[config.mk]
export PLATFORM = sky130hd
export DESIGN_NAME = setpoint_profile_interpolator
export DESIGN_NICKNAME = d
export VERILOG_FILES = /design/src/design/spint_pkg.sv /design/src/design/spint_ram.sv /design/src/design/spint_ctrl.sv /design/src/design/spint_datapath.sv /design/src/design/setpoint_profile_interpolator.sv
export SDC_FILE = /design/constraint.sdc
export NUM_CORES = 2
export LEC_CHECK = 0
export BUFFER_PORTS_ARGS = -buffer_cell sky130_fd_sc_hd__clkbuf_2
export CORE_MARGIN = 2
export CORE_UTILIZATION = 55
export CTS_BUF_LIST = sky130_fd_sc_hd__clkbuf_8
export CTS_CLUSTER_DIAMETER = 60
export DETAILED_ROUTE_END_ITERATION = 10
export PLACE_DENSITY = 0.8
export SKIP_LAST_GASP = 1
export SLEW_MARGIN = 5
export SYNTH_ARGS = -nofsm -noshare
export SYNTH_HDL_FRONTEND = slang
export SYNTH_SLANG_ARGS = --single-unit
[constraint.sdc]
create_clock -name clock -period 6.4 [get_ports clock]
set_clock_uncertainty 0.05 [all_clocks]
set_input_delay 0.32 -clock clock [delete_from_list [all_inputs] [get_ports clock]]
set_output_delay 0.32 -clock clock [all_outputs]
set_load 0.02 [all_outputs]
[src/design/spint_pkg.sv]
// shared types, codes and constants of the setpoint profile interpolator
`default_nettype none

package spint_pkg;

   // table geometry and field widths
   localparam int POINTS_DEFAULT = 16;
   localparam int SLOT_W         = 4;
   localparam int DATA_W         = 16;
   localparam int KIND_W         = 2;
   localparam int PHASE_W        = 2;
   localparam int INTERVAL_W     = 8;

   // arithmetic widths of the interpolation
   localparam int SPAN_W = DATA_W + 1;
   localparam int PROD_W = 2 * SPAN_W;
   localparam int DIV_W  = PROD_W;
   localparam int REM_W  = DATA_W + 2;
   localparam int CNT_W  = $clog2(DIV_W);

   localparam logic [DATA_W-1:0]     TIME_LIMIT     = 16'd1000;
   localparam logic [INTERVAL_W-1:0] INTERVAL_RESET = 8'd1;

   // transaction kinds
   localparam logic [KIND_W-1:0] KIND_WRITE = 2'd0;
   localparam logic [KIND_W-1:0] KIND_START = 2'd1;
   localparam logic [KIND_W-1:0] KIND_EVAL  = 2'd2;
   localparam logic [KIND_W-1:0] KIND_STOP  = 2'd3;

   // run phase codes
   localparam logic [PHASE_W-1:0] PHASE_IDLE = 2'd0;
   localparam logic [PHASE_W-1:0] PHASE_RUN  = 2'd1;
   localparam logic [PHASE_W-1:0] PHASE_DONE = 2'd2;

   typedef enum logic [3:0] {
      ST_IDLE,
      ST_EXEC,
      ST_CUR_CHK,
      ST_PREV_CHK,
      ST_MUL,
      ST_DIV_INIT,
      ST_DIV,
      ST_FIN,
      ST_PH_RD,
      ST_PH_CHK
   } ctrl_state_type;

   typedef struct packed {
      logic load_item;
      logic do_write;
      logic do_start;
      logic do_stop;
      logic rd_cur;
      logic rd_prev;
      logic apply;
      logic arm;
      logic prev_load;
      logic mul;
      logic div_init;
      logic div_step;
      logic finish;
      logic load_rsp;
   } cmd_type;

   typedef struct packed {
      logic [KIND_W-1:0] kind;
      logic              running;
      logic              slot_done;
      logic              reached;
      logic              interval_ok;
      logic              index_nonzero;
      logic              span_pos;
      logic              div_last;
      logic              rsp_free;
   } status_type;

endpackage

`default_nettype wire

[src/design/spint_ram.sv]
// generic single-port-write ram with registered read
`default_nettype none

module spint_ram #(
   parameter int WIDTH = 32,
   parameter int DEPTH = 16
) (
   input  logic                     clock,
   input  logic                     wr_en,
   input  logic [$clog2(DEPTH)-1:0] wr_addr,
   input  logic [WIDTH-1:0]         wr_data,
   input  logic                     rd_en,
   input  logic [$clog2(DEPTH)-1:0] rd_addr,
   output logic [WIDTH-1:0]         rd_data
);

   logic [WIDTH-1:0] mem_ff [DEPTH];
   logic [WIDTH-1:0] rd_data_ff;

   always_ff @(posedge clock) begin
      if (wr_en) begin
         mem_ff[wr_addr] <= wr_data;
      end
      if (rd_en) begin
         rd_data_ff <= mem_ff[rd_addr];
      end
   end

   assign rd_data = rd_data_ff;

endmodule

`default_nettype wire

[src/design/spint_ctrl.sv]
// sequencing state machine of the setpoint profile interpolator
`default_nettype none

module spint_ctrl (
   input  logic                   clock,
   input  logic                   reset,
   input  logic                   req_valid,
   output logic                   req_stall,
   input  spint_pkg::status_type  status,
   output spint_pkg::cmd_type     cmd
);

   spint_pkg::ctrl_state_type state_ff;
   spint_pkg::ctrl_state_type state_in;

   always_ff @(posedge clock) begin
      if (reset) begin
         state_ff <= spint_pkg::ST_IDLE;
      end else begin
         state_ff <= state_in;
      end
   end

   // next state
   always_comb begin
      state_in = state_ff;
      case (state_ff)
         spint_pkg::ST_IDLE: begin
            if (req_valid) begin
               state_in = spint_pkg::ST_EXEC;
            end
         end
         spint_pkg::ST_EXEC: begin
            if (status.kind == spint_pkg::KIND_EVAL && status.running) begin
               state_in = spint_pkg::ST_CUR_CHK;
            end else begin
               state_in = spint_pkg::ST_PH_RD;
            end
         end
         spint_pkg::ST_CUR_CHK: begin
            if (status.slot_done) begin
               state_in = spint_pkg::ST_PH_CHK;
            end else if (status.reached) begin
               state_in = spint_pkg::ST_PH_RD;
            end else if (status.interval_ok && status.index_nonzero) begin
               state_in = spint_pkg::ST_PREV_CHK;
            end else begin
               state_in = spint_pkg::ST_PH_CHK;
            end
         end
         spint_pkg::ST_PREV_CHK: begin
            if (status.span_pos) begin
               state_in = spint_pkg::ST_MUL;
            end else begin
               state_in = spint_pkg::ST_PH_RD;
            end
         end
         spint_pkg::ST_MUL:      state_in = spint_pkg::ST_DIV_INIT;
         spint_pkg::ST_DIV_INIT: state_in = spint_pkg::ST_DIV;
         spint_pkg::ST_DIV: begin
            if (status.div_last) begin
               state_in = spint_pkg::ST_FIN;
            end
         end
         spint_pkg::ST_FIN:   state_in = spint_pkg::ST_PH_RD;
         spint_pkg::ST_PH_RD: state_in = spint_pkg::ST_PH_CHK;
         spint_pkg::ST_PH_CHK: begin
            if (status.rsp_free) begin
               state_in = spint_pkg::ST_IDLE;
            end
         end
         default: state_in = spint_pkg::ST_IDLE;
      endcase
   end

   // commands
   always_comb begin
      cmd       = '0;
      req_stall = (state_ff != spint_pkg::ST_IDLE);
      case (state_ff)
         spint_pkg::ST_IDLE: cmd.load_item = req_valid;
         spint_pkg::ST_EXEC: begin
            cmd.do_write = (status.kind == spint_pkg::KIND_WRITE);
            cmd.do_start = (status.kind == spint_pkg::KIND_START);
            cmd.do_stop  = (status.kind == spint_pkg::KIND_STOP);
            cmd.rd_cur   = (status.kind == spint_pkg::KIND_EVAL) && status.running;
         end
         spint_pkg::ST_CUR_CHK: begin
            cmd.apply = !status.slot_done && status.reached;
            if (!status.slot_done && !status.reached && status.interval_ok &&
                status.index_nonzero) begin
               cmd.arm     = 1'b1;
               cmd.rd_prev = 1'b1;
            end
         end
         spint_pkg::ST_PREV_CHK: cmd.prev_load = 1'b1;
         spint_pkg::ST_MUL:      cmd.mul       = 1'b1;
         spint_pkg::ST_DIV_INIT: cmd.div_init  = 1'b1;
         spint_pkg::ST_DIV:      cmd.div_step  = 1'b1;
         spint_pkg::ST_FIN:      cmd.finish    = 1'b1;
         spint_pkg::ST_PH_RD:    cmd.rd_cur    = 1'b1;
         spint_pkg::ST_PH_CHK:   cmd.load_rsp  = status.rsp_free;
         default: cmd = '0;
      endcase
   end

   // the divider runs its full count before the result is formed
   a_div_holds: assert property (@(posedge clock) disable iff (reset)
      state_ff == spint_pkg::ST_DIV && !status.div_last |=> state_ff == spint_pkg::ST_DIV)
      else $error("divider left before its last step");

   // a point is applied only during a running evaluation
   a_no_apply_idle: assert property (@(posedge clock) disable iff (reset)
      cmd.apply |-> state_ff == spint_pkg::ST_CUR_CHK && status.running)
      else $error("point applied outside a running evaluation");

   // a result is loaded only into a free output register
   a_load_free: assert property (@(posedge clock) disable iff (reset)
      cmd.load_rsp |-> status.rsp_free)
      else $error("result loaded over a waiting result");

endmodule

`default_nettype wire

[src/design/spint_datapath.sv]
// profile table, run state, interpolation arithmetic and result register
`default_nettype none

module spint_datapath #(
   parameter int POINTS = spint_pkg::POINTS_DEFAULT
) (
   input  logic                                clock,
   input  logic                                reset,
   input  spint_pkg::cmd_type                  cmd,
   output spint_pkg::status_type               status,
   input  logic                                csr_write,
   input  logic [spint_pkg::INTERVAL_W-1:0]    csr_wdata,
   input  logic [spint_pkg::KIND_W-1:0]        req_kind,
   input  logic [spint_pkg::SLOT_W-1:0]        req_point_index,
   input  logic [spint_pkg::DATA_W-1:0]        req_point_time,
   input  logic [spint_pkg::DATA_W-1:0]        req_point_temperature,
   input  logic [spint_pkg::DATA_W-1:0]        req_elapsed_minutes,
   input  logic                                rsp_stall,
   output logic                                rsp_valid,
   output logic                                rsp_setpoint_changed,
   output logic [spint_pkg::DATA_W-1:0]        rsp_setpoint,
   output logic [spint_pkg::PHASE_W-1:0]       rsp_phase
);

   localparam int IDX_W  = $clog2(POINTS);
   localparam int WIDE_W = spint_pkg::SLOT_W + IDX_W;
   localparam int DW     = spint_pkg::DATA_W;
   localparam int MEM_W  = 2 * DW;
   localparam int SPAN_W = spint_pkg::SPAN_W;
   localparam int PROD_W = spint_pkg::PROD_W;
   localparam int DIV_W  = spint_pkg::DIV_W;
   localparam int REM_W  = spint_pkg::REM_W;
   localparam int CNT_W  = spint_pkg::CNT_W;

   // latched transaction
   logic [spint_pkg::KIND_W-1:0] kind_ff;
   logic [spint_pkg::SLOT_W-1:0] slot_ff;
   logic [DW-1:0]                ptime_ff, ptemp_ff, elapsed_ff;

   // run state
   logic [spint_pkg::INTERVAL_W-1:0] interval_ff, interval_in;
   logic [POINTS-1:0]                valid_ff, valid_in;
   logic                             running_ff, running_in;
   logic [IDX_W-1:0]                 event_index_ff, event_index_in;
   logic [DW-1:0]                    last_ff, last_in;
   logic [DW-1:0]                    setpoint_ff, setpoint_in;
   logic                             changed_ff, changed_in;

   // table read
   logic             rd_valid_ff;
   logic             rd_en;
   logic [IDX_W-1:0] rd_addr;
   logic [MEM_W-1:0] ram_data;
   logic [DW-1:0]    rd_time, rd_temp;

   // table write
   logic [WIDE_W-1:0] slot_wide;
   logic [IDX_W-1:0]  wr_addr;
   logic              slot_ok;
   logic              wr_en;

   // interpolation
   logic [DW-1:0]            cur_time_ff, cur_temp_ff, prev_temp_ff;
   logic signed [SPAN_W-1:0] span_ff, dtemp_ff, de_ff;
   logic signed [SPAN_W-1:0] span_in, dtemp_in, de_in;
   logic signed [PROD_W-1:0] product_ff, product_in;
   logic [PROD_W-1:0]        mag;
   logic [DIV_W-1:0]         dividend;
   logic                     neg_ff;
   logic [DIV_W-1:0]         quo_ff, quo_in;
   logic [REM_W-1:0]         divisor_ff, rem_ff, rem_in;
   logic [CNT_W-1:0]         cnt_ff, cnt_in;
   logic [REM_W:0]           trial, trial_diff;
   logic                     fits;
   logic [DIV_W:0]           sum_pos;
   logic [DIV_W-1:0]         prev_wide;
   logic [DW-1:0]            interp_value;

   // interval test
   logic [DW-1:0] since_last;

   // result register
   logic                           rsp_valid_ff, rsp_valid_in;
   logic                           rsp_changed_ff;
   logic [DW-1:0]                  rsp_setpoint_ff;
   logic [spint_pkg::PHASE_W-1:0]  rsp_phase_ff, rsp_phase_in;

   // ---------------- table ----------------
   assign slot_wide = {{IDX_W{1'b0}}, slot_ff};
   assign wr_addr   = slot_wide[IDX_W-1:0];
   assign slot_ok   = slot_wide < WIDE_W'(POINTS);
   assign wr_en     = cmd.do_write && slot_ok;

   assign rd_en   = cmd.rd_cur || cmd.rd_prev;
   assign rd_addr = cmd.rd_prev ? IDX_W'(event_index_ff - 1'b1) : event_index_ff;

   spint_ram #(
      .WIDTH (MEM_W),
      .DEPTH (POINTS)
   ) u_table (
      .clock   (clock),
      .wr_en   (wr_en),
      .wr_addr (wr_addr),
      .wr_data ({ptime_ff, ptemp_ff}),
      .rd_en   (rd_en),
      .rd_addr (rd_addr),
      .rd_data (ram_data)
   );

   // slots never written read as an invalid point at zero degrees
   assign rd_time = rd_valid_ff ? ram_data[MEM_W-1:DW] : '1;
   assign rd_temp = rd_valid_ff ? ram_data[DW-1:0] : '0;

   // ---------------- run state ----------------
   always_comb begin
      interval_in    = csr_write ? csr_wdata : interval_ff;
      valid_in       = valid_ff;
      running_in     = running_ff;
      event_index_in = event_index_ff;
      last_in        = last_ff;
      setpoint_in    = setpoint_ff;
      changed_in     = changed_ff;
      if (wr_en) begin
         valid_in[wr_addr] = 1'b1;
      end
      if (cmd.do_start) begin
         running_in     = 1'b1;
         event_index_in = '0;
         last_in        = '0;
      end
      if (cmd.do_stop) begin
         running_in = 1'b0;
      end
      if (cmd.load_item) begin
         changed_in = 1'b0;
      end
      if (cmd.apply) begin
         setpoint_in    = rd_temp;
         event_index_in = IDX_W'(event_index_ff + 1'b1);
         last_in        = elapsed_ff;
         changed_in     = 1'b1;
      end
      if (cmd.prev_load) begin
         last_in = elapsed_ff;
      end
      if (cmd.finish) begin
         setpoint_in = interp_value;
         changed_in  = 1'b1;
      end
   end

   always_ff @(posedge clock) begin
      if (reset) begin
         interval_ff    <= spint_pkg::INTERVAL_RESET;
         valid_ff       <= '0;
         running_ff     <= 1'b0;
         event_index_ff <= '0;
         last_ff        <= '0;
         setpoint_ff    <= '0;
         changed_ff     <= 1'b0;
      end else begin
         interval_ff    <= interval_in;
         valid_ff       <= valid_in;
         running_ff     <= running_in;
         event_index_ff <= event_index_in;
         last_ff        <= last_in;
         setpoint_ff    <= setpoint_in;
         changed_ff     <= changed_in;
      end
   end

   // ---------------- transaction latch and read tag ----------------
   always_ff @(posedge clock) begin
      if (cmd.load_item) begin
         kind_ff    <= req_kind;
         slot_ff    <= req_point_index;
         ptime_ff   <= req_point_time;
         ptemp_ff   <= req_point_temperature;
         elapsed_ff <= req_elapsed_minutes;
      end
      if (rd_en) begin
         rd_valid_ff <= valid_ff[rd_addr];
      end
   end

   // ---------------- interpolation ----------------
   assign span_in  = $signed({1'b0, cur_time_ff}) - $signed({1'b0, rd_time});
   assign dtemp_in = $signed({1'b0, cur_temp_ff}) - $signed({1'b0, rd_temp});
   assign de_in    = $signed({1'b0, elapsed_ff}) - $signed({1'b0, rd_time});

   assign product_in = dtemp_ff * de_ff;

   assign mag      = product_ff[PROD_W-1] ? PROD_W'(-product_ff) : product_ff;
   assign dividend = {mag[PROD_W-2:0], 1'b0}
                   + {{(DIV_W-SPAN_W){1'b0}}, span_ff};

   // restoring division, one quotient bit per cycle
   assign trial      = {rem_ff, quo_ff[DIV_W-1]};
   assign trial_diff = trial - {1'b0, divisor_ff};
   assign fits       = trial >= {1'b0, divisor_ff};
   assign rem_in     = fits ? trial_diff[REM_W-1:0] : trial[REM_W-1:0];
   assign quo_in     = {quo_ff[DIV_W-2:0], fits};
   assign cnt_in     = CNT_W'(cnt_ff - 1'b1);

   // add or subtract the rounded step, clamped to the unsigned range
   assign prev_wide = {{(DIV_W-DW){1'b0}}, prev_temp_ff};
   assign sum_pos   = {1'b0, quo_ff} + {1'b0, prev_wide};
   always_comb begin
      if (!neg_ff) begin
         interp_value = (sum_pos[DIV_W:DW] != '0) ? '1 : sum_pos[DW-1:0];
      end else if (quo_ff > prev_wide) begin
         interp_value = '0;
      end else begin
         interp_value = DW'(prev_temp_ff - quo_ff[DW-1:0]);
      end
   end

   always_ff @(posedge clock) begin
      if (cmd.arm) begin
         cur_time_ff <= rd_time;
         cur_temp_ff <= rd_temp;
      end
      if (cmd.prev_load) begin
         prev_temp_ff <= rd_temp;
         span_ff      <= span_in;
         dtemp_ff     <= dtemp_in;
         de_ff        <= de_in;
      end
      if (cmd.mul) begin
         product_ff <= product_in;
      end
      if (cmd.div_init) begin
         neg_ff     <= product_ff[PROD_W-1];
         quo_ff     <= dividend;
         divisor_ff <= {span_ff, 1'b0};
         rem_ff     <= '0;
         cnt_ff     <= CNT_W'(DIV_W - 1);
      end else if (cmd.div_step) begin
         quo_ff <= quo_in;
         rem_ff <= rem_in;
         cnt_ff <= cnt_in;
      end
   end

   // ---------------- status ----------------
   assign since_last = elapsed_ff - last_ff;

   always_comb begin
      status.kind          = kind_ff;
      status.running       = running_ff;
      status.slot_done     = (event_index_ff >= IDX_W'(POINTS - 1)) ||
                             (rd_time >= spint_pkg::TIME_LIMIT);
      status.reached       = elapsed_ff >= rd_time;
      status.interval_ok   = (elapsed_ff < last_ff) ||
                             (since_last >= {{(DW-spint_pkg::INTERVAL_W){1'b0}}, interval_ff});
      status.index_nonzero = event_index_ff != '0;
      status.span_pos      = !span_in[SPAN_W-1] && (span_in != '0);
      status.div_last      = cnt_ff == '0;
      status.rsp_free      = !rsp_valid_ff || !rsp_stall;
   end

   // ---------------- result register ----------------
   always_comb begin
      if (!running_ff) begin
         rsp_phase_in = spint_pkg::PHASE_IDLE;
      end else if (status.slot_done) begin
         rsp_phase_in = spint_pkg::PHASE_DONE;
      end else begin
         rsp_phase_in = spint_pkg::PHASE_RUN;
      end
      if (cmd.load_rsp) begin
         rsp_valid_in = 1'b1;
      end else if (!rsp_stall) begin
         rsp_valid_in = 1'b0;
      end else begin
         rsp_valid_in = rsp_valid_ff;
      end
   end

   always_ff @(posedge clock) begin
      if (reset) begin
         rsp_valid_ff <= 1'b0;
      end else begin
         rsp_valid_ff <= rsp_valid_in;
      end
   end

   always_ff @(posedge clock) begin
      if (cmd.load_rsp) begin
         rsp_changed_ff  <= changed_ff;
         rsp_setpoint_ff <= setpoint_ff;
         rsp_phase_ff    <= rsp_phase_in;
      end
   end

   assign rsp_valid            = rsp_valid_ff;
   assign rsp_setpoint_changed = rsp_changed_ff;
   assign rsp_setpoint         = rsp_setpoint_ff;
   assign rsp_phase            = rsp_phase_ff;

   // a loaded result is presented on the next cycle
   a_rsp_loaded: assert property (@(posedge clock) disable iff (reset)
      cmd.load_rsp |=> rsp_valid_ff)
      else $error("result register not loaded");

   // applying a point moves the run to the next slot
   a_index_step: assert property (@(posedge clock) disable iff (reset)
      cmd.apply |=> event_index_ff == IDX_W'($past(event_index_ff) + 1'b1))
      else $error("event index did not advance");

   // the setpoint moves only together with the changed flag
   a_setpoint_flag: assert property (@(posedge clock) disable iff (reset)
      !$past(reset) && setpoint_ff != $past(setpoint_ff) |-> changed_ff)
      else $error("setpoint changed without flag");

endmodule

`default_nettype wire

[src/design/setpoint_profile_interpolator.sv]
// Ramp/soak setpoint profile generator. Each request transaction is one of:
// write a profile point (slot, time in minutes, temperature), start a run,
// evaluate at a given elapsed minute, or stop. Every request yields exactly
// one response transaction with the current setpoint, a changed flag and the
// run phase (idle, executing, completed). Points with a time of 1000 or more
// are invalid; the table reads as all invalid after reset, tracked by one
// valid flip-flop per slot, so no clearing pass is needed. Requests are
// handled one at a time. Each passes from the execute state to the phase
// check state, where the response is loaded; a running evaluation also checks
// the current point, one that may interpolate checks the previous point, and
// one that interpolates runs the multiplier and the 34-step restoring divider
// that forms the rounded fraction (dTemp * dt) / span with rounding half
// away from zero. The next request is accepted in the cycle after the load;
// a stalled earlier response delays the load. A finished response sits in an
// output register, so the next request is accepted while it waits to be
// taken. The interval register may be written only while no request is in
// flight.
`default_nettype none

module setpoint_profile_interpolator #(
   parameter int POINTS = spint_pkg::POINTS_DEFAULT
) (
   input  logic                              clock,
   input  logic                              reset,
   // request channel
   input  logic                              req_valid,
   output logic                              req_stall,
   input  logic [spint_pkg::KIND_W-1:0]      req_kind,
   input  logic [spint_pkg::SLOT_W-1:0]      req_point_index,
   input  logic [spint_pkg::DATA_W-1:0]      req_point_time,
   input  logic [spint_pkg::DATA_W-1:0]      req_point_temperature,
   input  logic [spint_pkg::DATA_W-1:0]      req_elapsed_minutes,
   // response channel
   output logic                              rsp_valid,
   input  logic                              rsp_stall,
   output logic                              rsp_setpoint_changed,
   output logic [spint_pkg::DATA_W-1:0]      rsp_setpoint,
   output logic [spint_pkg::PHASE_W-1:0]     rsp_phase,
   // interval register write
   input  logic                              csr_write,
   input  logic [spint_pkg::INTERVAL_W-1:0]  csr_wdata
);

   // commands from the sequencer, flags back from the datapath
   spint_pkg::cmd_type    cmd;
   spint_pkg::status_type status;

   // sequencer: one request transaction at a time
   spint_ctrl u_ctrl (
      .clock     (clock),
      .reset     (reset),
      .req_valid (req_valid),
      .req_stall (req_stall),
      .status    (status),
      .cmd       (cmd)
   );

   // table, run state, multiplier, divider and response register
   spint_datapath #(
      .POINTS (POINTS)
   ) u_datapath (
      .clock                 (clock),
      .reset                 (reset),
      .cmd                   (cmd),
      .status                (status),
      .csr_write             (csr_write),
      .csr_wdata             (csr_wdata),
      .req_kind              (req_kind),
      .req_point_index       (req_point_index),
      .req_point_time        (req_point_time),
      .req_point_temperature (req_point_temperature),
      .req_elapsed_minutes   (req_elapsed_minutes),
      .rsp_stall             (rsp_stall),
      .rsp_valid             (rsp_valid),
      .rsp_setpoint_changed  (rsp_setpoint_changed),
      .rsp_setpoint          (rsp_setpoint),
      .rsp_phase             (rsp_phase)
   );

endmodule

`default_nettype wire

==> summary.md <==
| Metric | Value |
|---|---|
| Gate family responsible for the most delay along the worst path | adder cells |
| Data arrival time of the critical path | 6830 ps |
| Area fraction of the dominant cell type after synthesis | 44.1% |
| Max-capacitance violation count | 0 |
| Met2 usage in global routing | 48.0% |
| Number of setup violations in the final report | 0 |
| Register area share after synthesis | 47.4% |
| Crit-path most repeated cell | sky130_fd_sc_hd__fa_1 |
| Post-synthesis cell area | 54700 µm² |
| CTS HTree Levels | 4 |
| Drc violations | 0 |
| Die extent in x | 319 µm |
| Standard-cell row count | 115 |
| DIE HEIGHT | 319 µm |
| Vias post-DR | 40500 |
| Largest net degree at the start of global routing | 187 |
| Avg Cell Area, Syn | 11.4 µm² |
| Final nets | 5669 |
| Warning count from the yosys run | 0 |
| Headroom to the max-slew limit | 14.2% |
| Number of buffers on the longest clock path | 3 |
| Reported leakage power | 23.5 nW |
| Clock-pin slew on the worst setup and hold paths | 60 ps |
| Root buffer cell | sky130_fd_sc_hd__clkbuf_8 |
| Least-Margin Pin Slew | 1280 ps |
| Final HPWL DP | 101000 µm |
| Count of fill cells added during filler insertion | 7383 |
| VDD IR max | 0.217 mV |
| Area leader, netlist | sky130_fd_sc_hd__edfxtp_1 |
| # clock sinks | 894 |
| Number of storage elements in the synthesis netlist | 894 |
| Number of I/O port buffers | 87 |
| Final weighted congestion in routability-driven placement | 0.924 |
| Async set or reset register ratio after synthesis | 0% |
| Number of different library cells in the post-synthesis netlist | 94 |
| Top FF cell, synth | sky130_fd_sc_hd__edfxtp_1 |
| Number of flops mapped to enable cells by yosys | 803 |
| Final ANT Viol Nets | 0 |
| Buffers & Inverters on Critical Path | 7 |
| Post-detailed-routing wire length | 150000 µm |
| Final routed wire length divided by cell count | 23.2 µm |
| Pre-Repair DR Iteration Count | 6 |
| Ordered list of cells on the worst path | buf_6, buf_6, and2_1, fa_1, inv_1, fa_1, fa_1, inv_1, fa_1, fa_1, inv_1, fa_1, inv_1, ha_4, nand3_2, nor2_1, a31oi_1, buf_4, o211ai_1, nand2_1, o31ai_2, a21o_1, a21oi_2, xnor2_1 |
| Top cells by area in the synthesized netlist | sky130_fd_sc_hd__edfxtp_1 44%, sky130_fd_sc_hd__fa_1 11%, sky130_fd_sc_hd__ha_1 5.5%, sky130_fd_sc_hd__dfxtp_1 3.3%, sky130_fd_sc_hd__inv_1 3.2% |
| CTS tree | built |
| Leftover overflow at the end of global routing | 0 |
| Highest-utilization routing layer at the global route stage | met2 |
| Placeable Area | 98400 µm² |
| Global routing usage on met3 | 5.15% |
| Die Outline Area | 102000 µm² |
| Synthesis-to-layout area growth | 12.5% |
| Fraction of met1 tracks used by global routing | 36.6% |
| Clock Latency Late Sink | 840 ps |
| Pins Over Slew Limit | 0 |
| 1st-iter DRT viols | 4922 |
| Final hold viol count | 0 |
| Critical path's slowest cell | sky130_fd_sc_hd__fa_1 |
| Fraction of layout cells with a size suffix above 1 | 13.5% |
| Final worst-path cycle share | 98.7% |
| Overall power of the completed layout | 0.0120 W |
| Highest fanout seen on the critical path | 6 |
| Register area | 25900 µm² |
| Non-filler instance count after layout | 6464 |
| Initial cell density of the core | 55.6% |
| Critical Setup Path Class | reg -> reg |
| Number of global-route vias before repair | 40600 |
| Crit path time final | 6320 ps |
| Multi-input combinational cell area | 26400 µm² |
| # placed instances | 6080 |
| Mapped Nets | 5391 |
| Total power density per cell area | 196 nW/µm² |
| Maximum clock frequency | 0.158 GHz |
| Data required, critical path | 6910 ps |
| Number of antenna violations at the first check in global routing | 4 |
| Synth Instances | 4778 |
| Total routing resource utilization after global routing | 29.1% |
| Crit. End Element | register |
| Count of boundary I/O pins | 88 |
| Worst setup SP type | register |
| Num CTS Buffers | 150 |
| Global-route wire length before repair | 230000 µm |
| Vias/cell | 6.27 |
| Largest incremental delay on the critical path | 570 ps |
| Result of the run | completed |
| Setup repair after global routing missed its margin | true |
| Worst min-delay path category | in -> reg |
==> layer usage <==
layer	wire length (µm)	vias up
li1	-	17900
met1	55400	19900
met2	72800	2276
met3	13800	454
met4	7870	2
met5	13	-
==> worst register-to-register path: stages, from the launching register on <==
cell                       delay, ps
sky130_fd_sc_hd__edfxtp_1        420
sky130_fd_sc_hd__buf_6           170
sky130_fd_sc_hd__buf_6           120
sky130_fd_sc_hd__and2_1          160
sky130_fd_sc_hd__fa_1            500
sky130_fd_sc_hd__inv_1            50
sky130_fd_sc_hd__fa_1            510
sky130_fd_sc_hd__fa_1            530
sky130_fd_sc_hd__inv_1            50
sky130_fd_sc_hd__fa_1            480
sky130_fd_sc_hd__fa_1            570
sky130_fd_sc_hd__inv_1            60
sky130_fd_sc_hd__fa_1            530
sky130_fd_sc_hd__inv_1            70
sky130_fd_sc_hd__ha_4            290
sky130_fd_sc_hd__nand3_2         120
sky130_fd_sc_hd__nor2_1          120
sky130_fd_sc_hd__a31oi_1         120
sky130_fd_sc_hd__buf_4           170
sky130_fd_sc_hd__o211ai_1        270
sky130_fd_sc_hd__nand2_1         140
sky130_fd_sc_hd__o31ai_2         230
sky130_fd_sc_hd__a21o_1          160
sky130_fd_sc_hd__a21oi_2          50
sky130_fd_sc_hd__xnor2_1         130
==> kinds of logic after synthesis <==
kind of cell             synth area share (%)
buffers and inverters                    4.97
XOR/XNOR                                 2.71
AO/OA/AOI/OAI                            12.9
multiplexers                             4.19
AND/OR/NAND/NOR                          11.1
flip-flops                               47.4
adder cells (fa/ha/maj)                  16.7
==> through the flow <==
stage / cell area (µm²) / setup TNS (ps) / utilization, % / setup slack (ps) / hold slack [ps]
floorplan: 54700 / 0 / - / 7.91 / 353
global placement: 57400 / -0.480 / 58.3 / -0.480 / 370
detailed placement: 57400 / -124 / 58.3 / -74.8 / 372
CTS: 61000 / -2.41 / 62.0 / -2.41 / 38.2
global route: 61500 / -293 / 62.5 / -122 / 116
finish: 61500 / 0 / 62.5 / 80.1 / 94.0
==> where the power goes <==
group | switching [W] | leakage [nW] | internal (W)
registers | 0.000103 | 8.00 | 0.00645
clock network | 0.00245 | 1.63 | 0.00250
logic | 0.000330 | 13.9 | 0.000221
total | 0.00288 | 23.5 | 0.00916
==> cells in the mapped netlist (all sizes together), types with 11 or more instances <==
cell type	number
ha	242
nor2b	42
o21ai	203
inv	470
a31oi	24
a21o	63
o221ai	114
mux2i	121
edfxtp	803
a2111oi	25
o21a	19
o311ai	11
nand4	33
o211ai	21
nor2	280
or2	12
dfxtp	91
clkbuf	167
o32a	19
xor2	53
xnor2	116
o22ai	109
buf	68
nand3	73
nand2	358
and2	161
o21bai	15
nand2b	57
and3	19
a21oi	184
o31ai	18
nor4	16
o2111ai	25
or4	14
a211o	14
mux2	57
fa	304
nor3	113
a221oi	23
a22oi	42
or3	36
mux4	19
a211oi	19
==> layout make-up <==
cell class / instances / share of cell area (%)
Multi-Input combinational cell: 3179 / 43.0
Clock buffer: 161 / 3.60
Sequential cell: 894 / 42.1
Timing Repair Buffer: 361 / 4.69
Inverter: 470 / 2.87
Tap cell: 1287 / 2.62
Clock inverter: 110 / 1.11
Antenna cell: 2 / 0.00813
==> cells in the final DEF, fill, tap and decap left out, types with 89 or more instances in the layout <==
| cell type | count |
|---|---|
| sky130_fd_sc_hd__o22ai_1 | 109 |
| sky130_fd_sc_hd__and2_1 | 151 |
| sky130_fd_sc_hd__xnor2_1 | 116 |
| sky130_fd_sc_hd__clkbuf_2 | 89 |
| sky130_fd_sc_hd__inv_1 | 502 |
| sky130_fd_sc_hd__o21ai_0 | 196 |
| sky130_fd_sc_hd__edfxtp_1 | 803 |
| sky130_fd_sc_hd__buf_4 | 175 |
| sky130_fd_sc_hd__mux2i_1 | 120 |
| sky130_fd_sc_hd__fa_1 | 296 |
| sky130_fd_sc_hd__clkbuf_8 | 161 |
| sky130_fd_sc_hd__o221ai_1 | 114 |
| sky130_fd_sc_hd__nor2_1 | 264 |
| sky130_fd_sc_hd__a21oi_1 | 174 |
| sky130_fd_sc_hd__ha_1 | 232 |
| sky130_fd_sc_hd__nor3_1 | 106 |
| sky130_fd_sc_hd__dfxtp_1 | 89 |
| sky130_fd_sc_hd__nand2_1 | 352 |
==> what timing repair did <==
action / CTS / global route
gates resized for setup: 5 / 62
setup buffers: 6 / 33
pin swaps: 1 / 58
hold buffers: 72 / 0
endpoints found under the setup margin: 5 / 40
hold endpoints to repair: 64 / 0
==> state kept, by name, summed over array words and instances (netlist names), 17 cells and up <==
register / cells
u_datapath.rem_ff: 18
u_datapath.span_ff: 17
u_datapath.u_table.rd_data: 32
u_datapath.dtemp_ff: 17
u_datapath.u_table.mem_ff: 512
u_datapath.de_ff: 17
u_datapath.product_ff: 34
u_datapath.quo_ff: 34
u_datapath.divisor_ff: 17
==> worst paths after layout <==
check	end	cells after the start	from	slack, ps
max	u_datapath.product_ff[32]	24	u_datapath.de_ff[6]	80
min	u_datapath.valid_ff[5]	3	reset	90
max reg2reg	u_datapath.product_ff[32]	24	u_datapath.de_ff[6]	80
min reg2reg	u_datapath.rsp_setpoint[6]	0	u_datapath.setpoint_ff[6]	370
(Power assumes the default switching activity.)
